===== src/hw/rtl/knot_pkg.sv =====
// Shared types and constants for the KNOT permutation block.
// Used by the interfaces, the sequencer, the round unit and the top level.
// No dependencies.
package knot_pkg;

   localparam int unsigned ROW_W     = 128;
   localparam int unsigned HALF_W    = 64;
   localparam int unsigned RC_W      = 8;
   localparam int unsigned ROUND_W   = 8;
   localparam int unsigned CSR_IDX_W = 2;
   localparam int unsigned CSR_DAT_W = 8;
   localparam int unsigned VAR_W     = 3;

   // constant table lengths
   localparam logic [ROUND_W-1:0] LEN_RC6 = 8'd52;
   localparam logic [ROUND_W-1:0] LEN_RC7 = 8'd104;
   localparam logic [ROUND_W-1:0] LEN_RC8 = 8'd140;

   localparam logic [RC_W-1:0] RC_SEED = 8'h01;

   typedef logic [ROW_W-1:0] row_type;

   typedef enum logic [VAR_W-1:0] {
      VAR_256_RC6 = 3'd0,
      VAR_256_RC7 = 3'd1,
      VAR_384_RC7 = 3'd2,
      VAR_512_RC7 = 3'd3,
      VAR_512_RC8 = 3'd4
   } variant_type;

   typedef enum logic [CSR_IDX_W-1:0] {
      CSR_VARIANT = 2'd0,
      CSR_ROUNDS  = 2'd1
   } csr_index_type;

   typedef enum logic [1:0] {
      ST_IDLE,
      ST_RUN,
      ST_DONE
   } fsm_type;

   // sequencer -> datapath controls
   typedef struct packed {
      logic ready;
      logic load;
      logic step;
      logic rsp_valid;
   } ctrl_type;

   // valid bits of a row for the selected state width
   function automatic row_type row_mask(variant_type v);
      row_type m;
      m = '0;
      unique case (v)
         VAR_256_RC6, VAR_256_RC7: m = {{(ROW_W-64){1'b0}}, {64{1'b1}}};
         VAR_384_RC7:              m = {{(ROW_W-96){1'b0}}, {96{1'b1}}};
         default:                  m = {ROW_W{1'b1}};
      endcase
      return m;
   endfunction

endpackage


===== src/hw/rtl/knot_if.sv =====
// Request and response channel interfaces for the KNOT permutation block.
// Depends on knot_pkg for the half-row width.
interface knot_req_if import knot_pkg::*; ();
   logic              valid;
   logic              ready;
   logic [HALF_W-1:0] row0_lo;
   logic [HALF_W-1:0] row0_hi;
   logic [HALF_W-1:0] row1_lo;
   logic [HALF_W-1:0] row1_hi;
   logic [HALF_W-1:0] row2_lo;
   logic [HALF_W-1:0] row2_hi;
   logic [HALF_W-1:0] row3_lo;
   logic [HALF_W-1:0] row3_hi;

   modport source (output valid, row0_lo, row0_hi, row1_lo, row1_hi,
                   row2_lo, row2_hi, row3_lo, row3_hi, input ready);
   modport sink   (input valid, row0_lo, row0_hi, row1_lo, row1_hi,
                   row2_lo, row2_hi, row3_lo, row3_hi, output ready);
endinterface

interface knot_rsp_if import knot_pkg::*; ();
   logic              valid;
   logic              ready;
   logic [HALF_W-1:0] out_row0_lo;
   logic [HALF_W-1:0] out_row0_hi;
   logic [HALF_W-1:0] out_row1_lo;
   logic [HALF_W-1:0] out_row1_hi;
   logic [HALF_W-1:0] out_row2_lo;
   logic [HALF_W-1:0] out_row2_hi;
   logic [HALF_W-1:0] out_row3_lo;
   logic [HALF_W-1:0] out_row3_hi;

   modport source (output valid, out_row0_lo, out_row0_hi, out_row1_lo, out_row1_hi,
                   out_row2_lo, out_row2_hi, out_row3_lo, out_row3_hi, input ready);
   modport sink   (input valid, out_row0_lo, out_row0_hi, out_row1_lo, out_row1_hi,
                   out_row2_lo, out_row2_hi, out_row3_lo, out_row3_hi, output ready);
endinterface


===== src/hw/rtl/knot_permutation_top.sv =====
// KNOT-256/384/512 permutation, one round per cycle through a shared round unit.
// The round count is round_count clamped to 52, 104 or 140 by the variant
//   (zero rounds: no round step, the loaded state is the result).
// A new request is taken only once the previous response has been accepted.
// Reset (synchronous, active high): variant 0, round_count 52, sequencer idle.
module knot_permutation_top import knot_pkg::*; (
   input  logic                 clock,
   input  logic                 reset,
   knot_req_if.sink             req_chan,
   knot_rsp_if.source           rsp_chan,
   input  logic                 csr_we,
   input  logic [CSR_IDX_W-1:0] csr_index,
   input  logic [CSR_DAT_W-1:0] csr_wdata
);

   // Configuration registers; variant codes above the last one act as the last.
   variant_type        variant_ff;
   logic [ROUND_W-1:0] rounds_ff;

   always_ff @(posedge clock) begin
      if (reset) begin
         variant_ff <= VAR_256_RC6;
         rounds_ff  <= LEN_RC6;
      end else if (csr_we) begin
         unique case (csr_index)
            CSR_VARIANT: begin
               if (csr_wdata[VAR_W-1:0] > VAR_512_RC8) begin
                  variant_ff <= VAR_512_RC8;
               end else begin
                  variant_ff <= variant_type'(csr_wdata[VAR_W-1:0]);
               end
            end
            CSR_ROUNDS: rounds_ff <= csr_wdata[ROUND_W-1:0];
            default: ;  // unknown index: write dropped
         endcase
      end
   end

   // Sequencer
   ctrl_type        ctrl;
   logic [RC_W-1:0] rc;

   knot_ctrl u_ctrl (
      .clock       (clock),
      .reset       (reset),
      .req_valid   (req_chan.valid),
      .rsp_ready   (rsp_chan.ready),
      .variant     (variant_ff),
      .round_count (rounds_ff),
      .ctrl        (ctrl),
      .rc          (rc)
   );

   // State rows; loaded masked to the state width, then updated once per round.
   row_type row_ff [4];
   row_type row_in [4];
   row_type row_nx [4];
   row_type mask;

   knot_round u_round (
      .variant (variant_ff),
      .rc      (rc),
      .row_in  (row_ff),
      .row_out (row_nx)
   );

   always_comb begin
      mask = row_mask(variant_ff);
      row_in = row_ff;
      if (ctrl.load) begin
         row_in[0] = {req_chan.row0_hi, req_chan.row0_lo} & mask;
         row_in[1] = {req_chan.row1_hi, req_chan.row1_lo} & mask;
         row_in[2] = {req_chan.row2_hi, req_chan.row2_lo} & mask;
         row_in[3] = {req_chan.row3_hi, req_chan.row3_lo} & mask;
      end else if (ctrl.step) begin
         row_in = row_nx;
      end
   end

   // payload: no reset needed
   always_ff @(posedge clock) begin
      row_ff <= row_in;
   end

   // Handshake and result; rows stay masked, so unused high bits read zero.
   assign req_chan.ready       = ctrl.ready;
   assign rsp_chan.valid       = ctrl.rsp_valid;
   assign rsp_chan.out_row0_lo = row_ff[0][HALF_W-1:0];
   assign rsp_chan.out_row0_hi = row_ff[0][ROW_W-1:HALF_W];
   assign rsp_chan.out_row1_lo = row_ff[1][HALF_W-1:0];
   assign rsp_chan.out_row1_hi = row_ff[1][ROW_W-1:HALF_W];
   assign rsp_chan.out_row2_lo = row_ff[2][HALF_W-1:0];
   assign rsp_chan.out_row2_hi = row_ff[2][ROW_W-1:HALF_W];
   assign rsp_chan.out_row3_lo = row_ff[3][HALF_W-1:0];
   assign rsp_chan.out_row3_hi = row_ff[3][ROW_W-1:HALF_W];

endmodule


===== src/hw/rtl/knot_round.sv =====
// One KNOT round: constant add, bit-sliced S-box, row rotations.
// Shared by every round of a request. Depends on knot_pkg.
module knot_round import knot_pkg::*; (
   input  variant_type     variant,
   input  logic [RC_W-1:0] rc,
   input  row_type         row_in  [4],
   output row_type         row_out [4]
);

   function automatic row_type rol64(row_type x, int r);
      logic [127:0] d;
      d = {x[63:0], x[63:0]} << r;
      return {{(ROW_W-64){1'b0}}, d[127:64]};
   endfunction

   function automatic row_type rol96(row_type x, int r);
      logic [191:0] d;
      d = {x[95:0], x[95:0]} << r;
      return {{(ROW_W-96){1'b0}}, d[191:96]};
   endfunction

   function automatic row_type rol128(row_type x, int r);
      logic [255:0] d;
      d = {x, x} << r;
      return d[255:128];
   endfunction

   row_type mask;
   row_type a0, a1, a2, a3;
   row_type t1, t3, t6, u;
   row_type b1, b2, b3;

   always_comb begin
      mask = row_mask(variant);
      a0   = row_in[0] ^ {{(ROW_W-RC_W){1'b0}}, rc};
      a1   = row_in[1];
      a2   = row_in[2];
      a3   = row_in[3];
      t1   = ~a0;
      t3   = a2 ^ (a1 & t1);
      b3   = (a3 ^ t3) & mask;
      t6   = a3 ^ t1;
      b2   = ((a1 | a2) ^ t6) & mask;
      u    = a1 ^ a3;
      b1   = (t3 ^ (b2 & u)) & mask;
      row_out[0] = (u ^ (t3 & t6)) & mask;
      unique case (variant)
         VAR_256_RC6, VAR_256_RC7: begin
            row_out[1] = rol64(b1, 1);
            row_out[2] = rol64(b2, 8);
            row_out[3] = rol64(b3, 25);
         end
         VAR_384_RC7: begin
            row_out[1] = rol96(b1, 1);
            row_out[2] = rol96(b2, 8);
            row_out[3] = rol96(b3, 55);
         end
         default: begin
            row_out[1] = rol128(b1, 1);
            row_out[2] = rol128(b2, 16);
            row_out[3] = rol128(b3, 25);
         end
      endcase
   end

endmodule


===== src/hw/rtl/knot_ctrl.sv =====
// Round sequencer: handshake FSM, round counter and round-constant LFSR.
// Depends on knot_pkg.
module knot_ctrl import knot_pkg::*; (
   input  logic               clock,
   input  logic               reset,
   input  logic               req_valid,
   input  logic               rsp_ready,
   input  variant_type        variant,
   input  logic [ROUND_W-1:0] round_count,
   output ctrl_type           ctrl,
   output logic [RC_W-1:0]    rc
);

   fsm_type            state_ff, state_in;
   logic [ROUND_W-1:0] left_ff, left_in;
   logic [RC_W-1:0]    rc_ff, rc_in;
   logic [ROUND_W-1:0] len;
   logic [ROUND_W-1:0] rounds;
   logic               fb;

   // clamp round count to the table length
   always_comb begin
      unique case (variant)
         VAR_256_RC6: len = LEN_RC6;
         VAR_512_RC8: len = LEN_RC8;
         default:     len = LEN_RC7;
      endcase
      rounds = (round_count > len) ? len : round_count;
   end

   // next state
   always_comb begin
      state_in = state_ff;
      unique case (state_ff)
         ST_IDLE: begin
            if (req_valid) begin
               state_in = (rounds == '0) ? ST_DONE : ST_RUN;
            end
         end
         ST_RUN: begin
            if (left_ff == ROUND_W'(1)) begin
               state_in = ST_DONE;
            end
         end
         ST_DONE: begin
            if (rsp_ready) begin
               state_in = ST_IDLE;
            end
         end
         default: state_in = ST_IDLE;
      endcase
   end

   // outputs
   always_comb begin
      ctrl = '0;
      unique case (state_ff)
         ST_IDLE: begin
            ctrl.ready = 1'b1;
            ctrl.load  = req_valid;
         end
         ST_RUN:  ctrl.step      = 1'b1;
         ST_DONE: ctrl.rsp_valid = 1'b1;
         default: ctrl = '0;
      endcase
   end

   // LFSR feedback per constant width
   always_comb begin
      unique case (variant)
         VAR_256_RC6: fb = rc_ff[5] ^ rc_ff[4];
         VAR_512_RC8: fb = rc_ff[7] ^ rc_ff[5] ^ rc_ff[4] ^ rc_ff[3];
         default:     fb = rc_ff[6] ^ rc_ff[5];
      endcase
   end

   always_comb begin
      left_in = left_ff;
      rc_in   = rc_ff;
      if (ctrl.load) begin
         left_in = rounds;
         rc_in   = RC_SEED;
      end else if (ctrl.step) begin
         left_in = left_ff - ROUND_W'(1);
         rc_in   = {rc_ff[RC_W-2:0], fb};
         unique case (variant)
            VAR_256_RC6: rc_in[7:6] = 2'b00;
            VAR_512_RC8: rc_in[7]   = rc_ff[6];
            default:     rc_in[7]   = 1'b0;
         endcase
      end
   end

   always_ff @(posedge clock) begin
      if (reset) begin
         state_ff <= ST_IDLE;
         left_ff  <= '0;
         rc_ff    <= RC_SEED;
      end else begin
         state_ff <= state_in;
         left_ff  <= left_in;
         rc_ff    <= rc_in;
      end
   end

   assign rc = rc_ff;

endmodule


===== src/flat_wrapper.sv =====
// flat-port wrapper written by rule: the top's interface ports become plain ports
module knot_permutation_top_flat import knot_pkg::*;
  (clock, reset, csr_we, csr_index, csr_wdata, req_chan_valid, req_chan_row0_lo, req_chan_row0_hi, req_chan_row1_lo, req_chan_row1_hi, req_chan_row2_lo, req_chan_row2_hi, req_chan_row3_lo, req_chan_row3_hi, req_chan_ready, rsp_chan_valid, rsp_chan_out_row0_lo, rsp_chan_out_row0_hi, rsp_chan_out_row1_lo, rsp_chan_out_row1_hi, rsp_chan_out_row2_lo, rsp_chan_out_row2_hi, rsp_chan_out_row3_lo, rsp_chan_out_row3_hi, rsp_chan_ready);
  knot_req_if req_chan_i ();
  knot_rsp_if rsp_chan_i ();
  input  logic clock;
  input  logic reset;
  input  logic csr_we;
  input  logic [CSR_IDX_W-1:0] csr_index;
  input  logic [CSR_DAT_W-1:0] csr_wdata;
  input wire logic [$bits(req_chan_i.valid)-1:0] req_chan_valid;
  input wire logic [$bits(req_chan_i.row0_lo)-1:0] req_chan_row0_lo;
  input wire logic [$bits(req_chan_i.row0_hi)-1:0] req_chan_row0_hi;
  input wire logic [$bits(req_chan_i.row1_lo)-1:0] req_chan_row1_lo;
  input wire logic [$bits(req_chan_i.row1_hi)-1:0] req_chan_row1_hi;
  input wire logic [$bits(req_chan_i.row2_lo)-1:0] req_chan_row2_lo;
  input wire logic [$bits(req_chan_i.row2_hi)-1:0] req_chan_row2_hi;
  input wire logic [$bits(req_chan_i.row3_lo)-1:0] req_chan_row3_lo;
  input wire logic [$bits(req_chan_i.row3_hi)-1:0] req_chan_row3_hi;
  output wire logic [$bits(req_chan_i.ready)-1:0] req_chan_ready;
  output wire logic [$bits(rsp_chan_i.valid)-1:0] rsp_chan_valid;
  output wire logic [$bits(rsp_chan_i.out_row0_lo)-1:0] rsp_chan_out_row0_lo;
  output wire logic [$bits(rsp_chan_i.out_row0_hi)-1:0] rsp_chan_out_row0_hi;
  output wire logic [$bits(rsp_chan_i.out_row1_lo)-1:0] rsp_chan_out_row1_lo;
  output wire logic [$bits(rsp_chan_i.out_row1_hi)-1:0] rsp_chan_out_row1_hi;
  output wire logic [$bits(rsp_chan_i.out_row2_lo)-1:0] rsp_chan_out_row2_lo;
  output wire logic [$bits(rsp_chan_i.out_row2_hi)-1:0] rsp_chan_out_row2_hi;
  output wire logic [$bits(rsp_chan_i.out_row3_lo)-1:0] rsp_chan_out_row3_lo;
  output wire logic [$bits(rsp_chan_i.out_row3_hi)-1:0] rsp_chan_out_row3_hi;
  input wire logic [$bits(rsp_chan_i.ready)-1:0] rsp_chan_ready;
  assign req_chan_i.valid = req_chan_valid;
  assign req_chan_i.row0_lo = req_chan_row0_lo;
  assign req_chan_i.row0_hi = req_chan_row0_hi;
  assign req_chan_i.row1_lo = req_chan_row1_lo;
  assign req_chan_i.row1_hi = req_chan_row1_hi;
  assign req_chan_i.row2_lo = req_chan_row2_lo;
  assign req_chan_i.row2_hi = req_chan_row2_hi;
  assign req_chan_i.row3_lo = req_chan_row3_lo;
  assign req_chan_i.row3_hi = req_chan_row3_hi;
  assign req_chan_ready = req_chan_i.ready;
  assign rsp_chan_valid = rsp_chan_i.valid;
  assign rsp_chan_out_row0_lo = rsp_chan_i.out_row0_lo;
  assign rsp_chan_out_row0_hi = rsp_chan_i.out_row0_hi;
  assign rsp_chan_out_row1_lo = rsp_chan_i.out_row1_lo;
  assign rsp_chan_out_row1_hi = rsp_chan_i.out_row1_hi;
  assign rsp_chan_out_row2_lo = rsp_chan_i.out_row2_lo;
  assign rsp_chan_out_row2_hi = rsp_chan_i.out_row2_hi;
  assign rsp_chan_out_row3_lo = rsp_chan_i.out_row3_lo;
  assign rsp_chan_out_row3_hi = rsp_chan_i.out_row3_hi;
  assign rsp_chan_i.ready = rsp_chan_ready;
  knot_permutation_top u_core (.clock(clock), .reset(reset), .req_chan(req_chan_i), .rsp_chan(rsp_chan_i), .csr_we(csr_we), .csr_index(csr_index), .csr_wdata(csr_wdata));
endmodule

===== config.mk =====
export PLATFORM = sky130hd
export DESIGN_NAME = knot_permutation_top_flat
export DESIGN_NICKNAME = d
export VERILOG_FILES = /design/src/hw/rtl/knot_pkg.sv /design/src/hw/rtl/knot_if.sv /design/src/hw/rtl/knot_permutation_top.sv /design/src/hw/rtl/knot_round.sv /design/src/hw/rtl/knot_ctrl.sv /design/src/flat_wrapper.sv
export SDC_FILE = /design/constraint.sdc
export NUM_CORES = 2
export LEC_CHECK = 0
export BUFFER_PORTS_ARGS = -buffer_cell sky130_fd_sc_hd__buf_2
export CAP_MARGIN = 20
export CORE_AREA = 2 2 402 404
export DETAILED_ROUTE_END_ITERATION = 16
export DIE_AREA = 0 0 404 406
export PLACE_DENSITY = 0.4
export SETUP_SLACK_MARGIN = 0.2
export SLEW_MARGIN = 20
export SYNTH_ARGS = -nofsm -noshare
export SYNTH_HDL_FRONTEND = slang
export SYNTH_SLANG_ARGS = --single-unit
export TNS_END_PERCENT = 10

===== constraint.sdc =====
create_clock -name clock -period 24.4 [get_ports clock]
set_input_delay 4.88 -clock clock [delete_from_list [all_inputs] [get_ports clock]]
set_output_delay 4.88 -clock clock [all_outputs]
set_load 0.01 [all_outputs]

# After elaboration in Yosys (flattened, before gate mapping)
# Cells that the tools add are included.
# word_totals
regBits	541
input_bits	527
output_inout_bits	514
word_cells	78
# classes
n_addsub	1
magnitude_cmp	2
eq_ne	10
muxes	20
n_bitwise	26
reduce_logical	10
# op_table
operator	count
128-bit bitwise AND	11
512-bit 2-to-1 mux	2
128-bit XOR	7
384-bit case mux with 2 select lines	1
128-bit case mux with 2 select lines	1
128-bit inverter	1
128-bit OR	1
128-bit by 8-bit XOR with 128-bit output	1
8-bit 2-to-1 mux	3
8-bit case mux with 2 select lines	1
2-bit 2-to-1 mux	5
8-bit by 1-bit == test with 1-bit output, second input constant	1
8-bit greater-than comparator	1
8-bit zero test	1
8-bit by 1-bit subtractor with 8-bit output, second input constant	1
2-bit inequality test, second input constant	3
2-bit case mux with 3 select lines	1
1-bit XOR	5
2-bit by 1-bit == test with 1-bit output, second input constant	2
2-bit zero test	2
1-bit 2-to-1 mux	4
2-bit AND reduction	2
2-bit OR reduction	2
3-bit by 1-bit == test with 1-bit output, second input constant	1
other kinds (9)	9

# Logic depth before layout (Yosys ltp)
# logic_depth
depth_word	11
ltp_mapped	10
depth_no_buf	10

# Hierarchy
# Synthesis repeated with hierarchy kept, for this count alone.
# unflattened
hier_cells	4177
area_unflattened_um2	39970.8
# modules_own_cells
mod	instances	cells_per_inst	area_per_inst_um2	seq_area_each_um2
knot_permutation_top	1	1304	22238.8	15595.0
knot_round	1	2711	16488.3	0.0
knot_ctrl	1	162	1243.7	360.3

# Least setup slack after synthesis
# No wires, ideal clock.
# synth_timing
kind	input to register
startpoint	in req_chan_valid
endpoint	reg u_core.u_ctrl.left_ff[7]
setup_time_ns	0.066
arrival_ns	19.033
setup_slack_ns	5.301
path_stages	5
path_buffers	0
path_cell_list	nor2_1 nor2_2 a21oi_1 a311o_1 a21oi_2
# synth_via
elab_chain_cells	2
elab_cells_between_ends	3
classes_between	mux (2); reduce/logical (1)
# synth_lines
item	line	text
start: declaration	flat_wrapper.sv:11	input wire logic [$bits(req_chan_i.valid)-1:0] req_chan_valid;
2-bit 2-to-1 mux (*)	knot_ctrl.sv:57	unique case (state_ff)
8-bit 2-to-1 mux / 2-bit nonzero test (equally long branches)	-	
end signal: assignment	knot_ctrl.sv:101	left_ff <= left_in;
end: declaration	knot_ctrl.sv:15	logic [ROUND_W-1:0] left_ff, left_in;
# Every way passes the cells marked *; elsewhere a longest branch is shown, timed or not.
# A chain may end at the register's enable or synchronous reset.

==> out/metrics.csv <==
stage;metric;value;unit
floorplanning;die_y;406;um
drt;router_iterations_before_antenna_repair;6;
floorplanning;rows;147;
pwr;power-per-cell-area;137;mW/mm^2
sta;hold_violations;0;
cells_and_area;layout_overhead_on_the_synthesized_area;25.3;%
place;place.detailed.hpwl;184000;um
synthesis;synthArstFlopShare;0;
critical_path;critical_path_peak_fanout;141;
clock_network;worstSkewPairLatency;0.68;ns
synthesis;synth_top_cell_by_area;edfxtp_1;
clock_network;cts_setup_buffers;0;
critical_path;ff2ff_path_depth;9;
floorplanning;start_util;0.244;
global_route;grt_overflow;0;
place;port_buffers;1040;
synthesis;yosysSeqAreaShare;0.409;
place;placement.cell_area;0.0464;mm^2
floorplanning;chipWidth;404;um
synthesis;syn_area;0.0390;mm^2
global_route;wire_length_of_the_first_global_routing_pass;308000;um
floorplanning;core-area;0.160;mm^2
sta;slew_headroom;0.156;
sta;setup-violations-final;0;
drt;postRouteWirelength;232000;um
critical_path;setup.worst_path.end_class;flop;
clock_network;max_root_sink_buffers;3;
sta;report.final.slew_viol_count;0;
clock_network;cts_hold_buf;0;
sta;setup_slack;15.95;ns
drt;dr_total_vias;39800;
sta;clock-skew-final;0.0284;ns
clock_network;ctsRootBufferMaster;clkbuf_16;
drt;number_of_antenna_violating_nets_in_the_routed_design;0;
clock_network;cts_num_sinks;541;
synthesis;synth_cells;4631;
global_route;antenna_found_initial;85;
synthesis;yosys_warnings;0;
status;outcome;finished, final reports clean;
sta;finalCritPeriodShare;0.346;
clock_network;cts_resized;0;
synthesis;synthesis.area_per_instance;8.43;um^2
synthesis;area_share_of_the_leading_cell_type_in_the_synthesized_netlist;0.394;
global_route;gr-usage-all-layers;0.270;
critical_path;number_of_cells_on_the_critical_path;9;
synthesis;ys_top_cells_by_count;edfxtp_1 (512), nor2_1 (506), a21oi_1 (494);
worst_hold_path;whs_path_depth;2;
pwr;power_leakage;18.9;nW
clock_network;htree_num_levels;3;
critical_path;critical_path.startpoint_type;primary input;
synthesis;synth.net_count;5166;
synthesis;number_of_synthesized_flops_with_an_enable_pin;512;
critical_path;critical-path-max-stage-delay;0.74;ns
synthesis;biggest_area_contributors_in_the_synthesized_netlist;edfxtp_1 (39%), xnor2_1 (8.5%), a21oi_1 (6.3%), nor2_1 (4.9%), nand2_1 (4.7%);
sta;setup-tns-final;0;ns
critical_path;cell_chain_critical_path;buf_2 > nand2_4 > buf_4 > buf_4 > buf_12 > buf_4 > o2111ai_1 > o21ai_0 > nor2_1;
worst_hold_path;hp-class;flop to flop;
drt;via_density_per_instance;5.16;
place;post-place-ws;15.34;ns
floorplanning;design.die.area;0.164;mm^2
sta;fmaxAchievable;118;MHz
cells_and_area;num-nets-final;6073;
flow_run;cap_violations;0;
clock_network;clkSlewWorstSetupHoldPaths;0.06;ns
clock_network;cts_buffers;80;
critical_path;cp_num_buf_inv;5;
cells_and_area;final_design_area_no_fill;0.0489;mm^2
drt;drc;0;
cells_and_area;final_layout_size_suffix_gt1_frac;0.225;
sta;worst_pin_slew;1.26;ns
clock_network;tritoncts_clock_tree;yes;
pwr;max-vdd-ir-drop;50.7;uV
global_route;via_count_of_the_first_global_routing_pass;36700;
critical_path;critical_path_arrival;8.85;ns
sta;fin_hold_ws;0.496;ns
sta;period_minus_slack;8.45;ns
sta;grt_setup_unrepaired;false;
floorplanning;floorplan.io_pins;1041;
drt;routedWlPerCell;30.1;um
synthesis;yosysMostFrequentCell;edfxtp_1;
critical_path;timing.critical_path.required;24.80;ns
drt;drt_iter0_drc;3554;
global_route;grt_start_max_net_pins;163;
critical_path;timing.critical_path.max_delay_family;buffers and inverters;
synthesis;ys_seq_elements;541;
critical_path;critical-path-top-cell-by-count;buf_4;
critical_path;crit_slowest_cell;buf_4;
synthesis;yosysUniqueCellTypes;69;
place;gpl.final_weighted_congestion;0.861;
critical_path;worst-setup-path-type;primary input to flop;
synthesis;yosys_most_used_dff;edfxtp_1;
[layer usage]
metal / up-vias / global-route usage / routed length, um
met5: - / 0 / 460
met4: 70 / 0.0728 / 5960
met3: 283 / 0.0613 / 16600
met2: 1481 / 0.463 / 113000
met1: 19600 / 0.340 / 96000
li1: 18400 / - / -
[stage by stage]
step                      cells  utilization  total power [mW]
after floorplan            4631            -              3.70
after global placement     7541        0.290              5.57
after detailed placement   7542        0.291              5.59
after CTS                  7688        0.306              6.77
after global routing       7698        0.306              7.04
final                      7710        0.306              6.68
[worst paths after layout]
| path | start | to | slack, ns |
|---|---|---|---|
| worst max-delay path | req_chan_valid | u_core.rsp_chan.out_row1_hi[7]$_DFFE_PP_ | 15.95 |
| worst min-delay path | u_core.variant_ff[1]$_SDFFE_PP0P_ | u_core.variant_ff[1]$_SDFFE_PP0P_ | 0.50 |
| worst max register to register | u_core.u_ctrl.state_ff[1]$_SDFFE_PP0P_ | u_core.rsp_chan.out_row1_hi[7]$_DFFE_PP_ | 19.48 |
| worst min register to register | u_core.variant_ff[1]$_SDFFE_PP0P_ | u_core.variant_ff[1]$_SDFFE_PP0P_ | 0.50 |
[cell usage in the layout (no fill, tap or decap), types with 131 or more instances in the layout]
cell      netlist  routed
o21a_1        131     131
buf_2          58    1040
xnor2_1       377     369
a21oi_1       494     493
nor2b_1       222     222
edfxtp_1      512     512
nand2b_1      184     183
nor2_1        506     504
inv_1         131     131
o21ai_0       310     310
nand3_1       230     230
nand2_1       492     491
[report_power, final]
group | total (mW) | internal [mW] | switching (mW) | leakage [nW]
logic | 3.50 | 1.26 | 2.24 | 12.2
clock network | 1.15 | 0.652 | 0.493 | 1.22
registers | 2.04 | 1.40 | 0.635 | 5.47
total | 6.68 | 3.31 | 3.37 | 18.9
[cell families after synthesis]
group / count (synthesis) / share of synthesized area
compound gates: 1382 / 0.217
xor+xnor: 494 / 0.111
fa+ha+maj: 11 / 0.00333
buf+inv: 426 / 0.0438
flops: 541 / 0.409
mux: 36 / 0.00933
simple gates: 1741 / 0.207
[worst min-delay path, stage by stage, from the launching register on]
cell	delay [ns]
dfxtp_2	0.34
nand2b_1	0.07
a21oi_1	0.05
[registers in the layout (all words and copies together) (netlist names)]
name                         cells
u_core.rounds_ff                 8
u_core.rsp_chan.out_row0_hi     64
u_core.rsp_chan.out_row0_lo     64
u_core.rsp_chan.out_row1_hi     64
u_core.rsp_chan.out_row1_lo     64
u_core.rsp_chan.out_row2_hi     64
u_core.rsp_chan.out_row2_lo     64
u_core.rsp_chan.out_row3_hi     64
u_core.rsp_chan.out_row3_lo     64
u_core.u_ctrl.left_ff            8
u_core.u_ctrl.rc                 8
u_core.u_ctrl.state_ff           2
u_core.variant_ff                3
[final cells by class]
| class | count | area, um^2 |
|---|---|---|
| diodes | 22 | 55.1 |
| clock buffers | 107 | 2240 |
| clock inverters | 39 | 218 |
| fillers | 17400 | 111000 |
| inverters | 134 | 503 |
| multi-input cells | 3664 | 21500 |
| flip-flops and latches | 541 | 16000 |
| well taps | 2086 | 2610 |
| repair buffers | 1117 | 5820 |
Note: power is estimated with default switching activity, not from simulation.
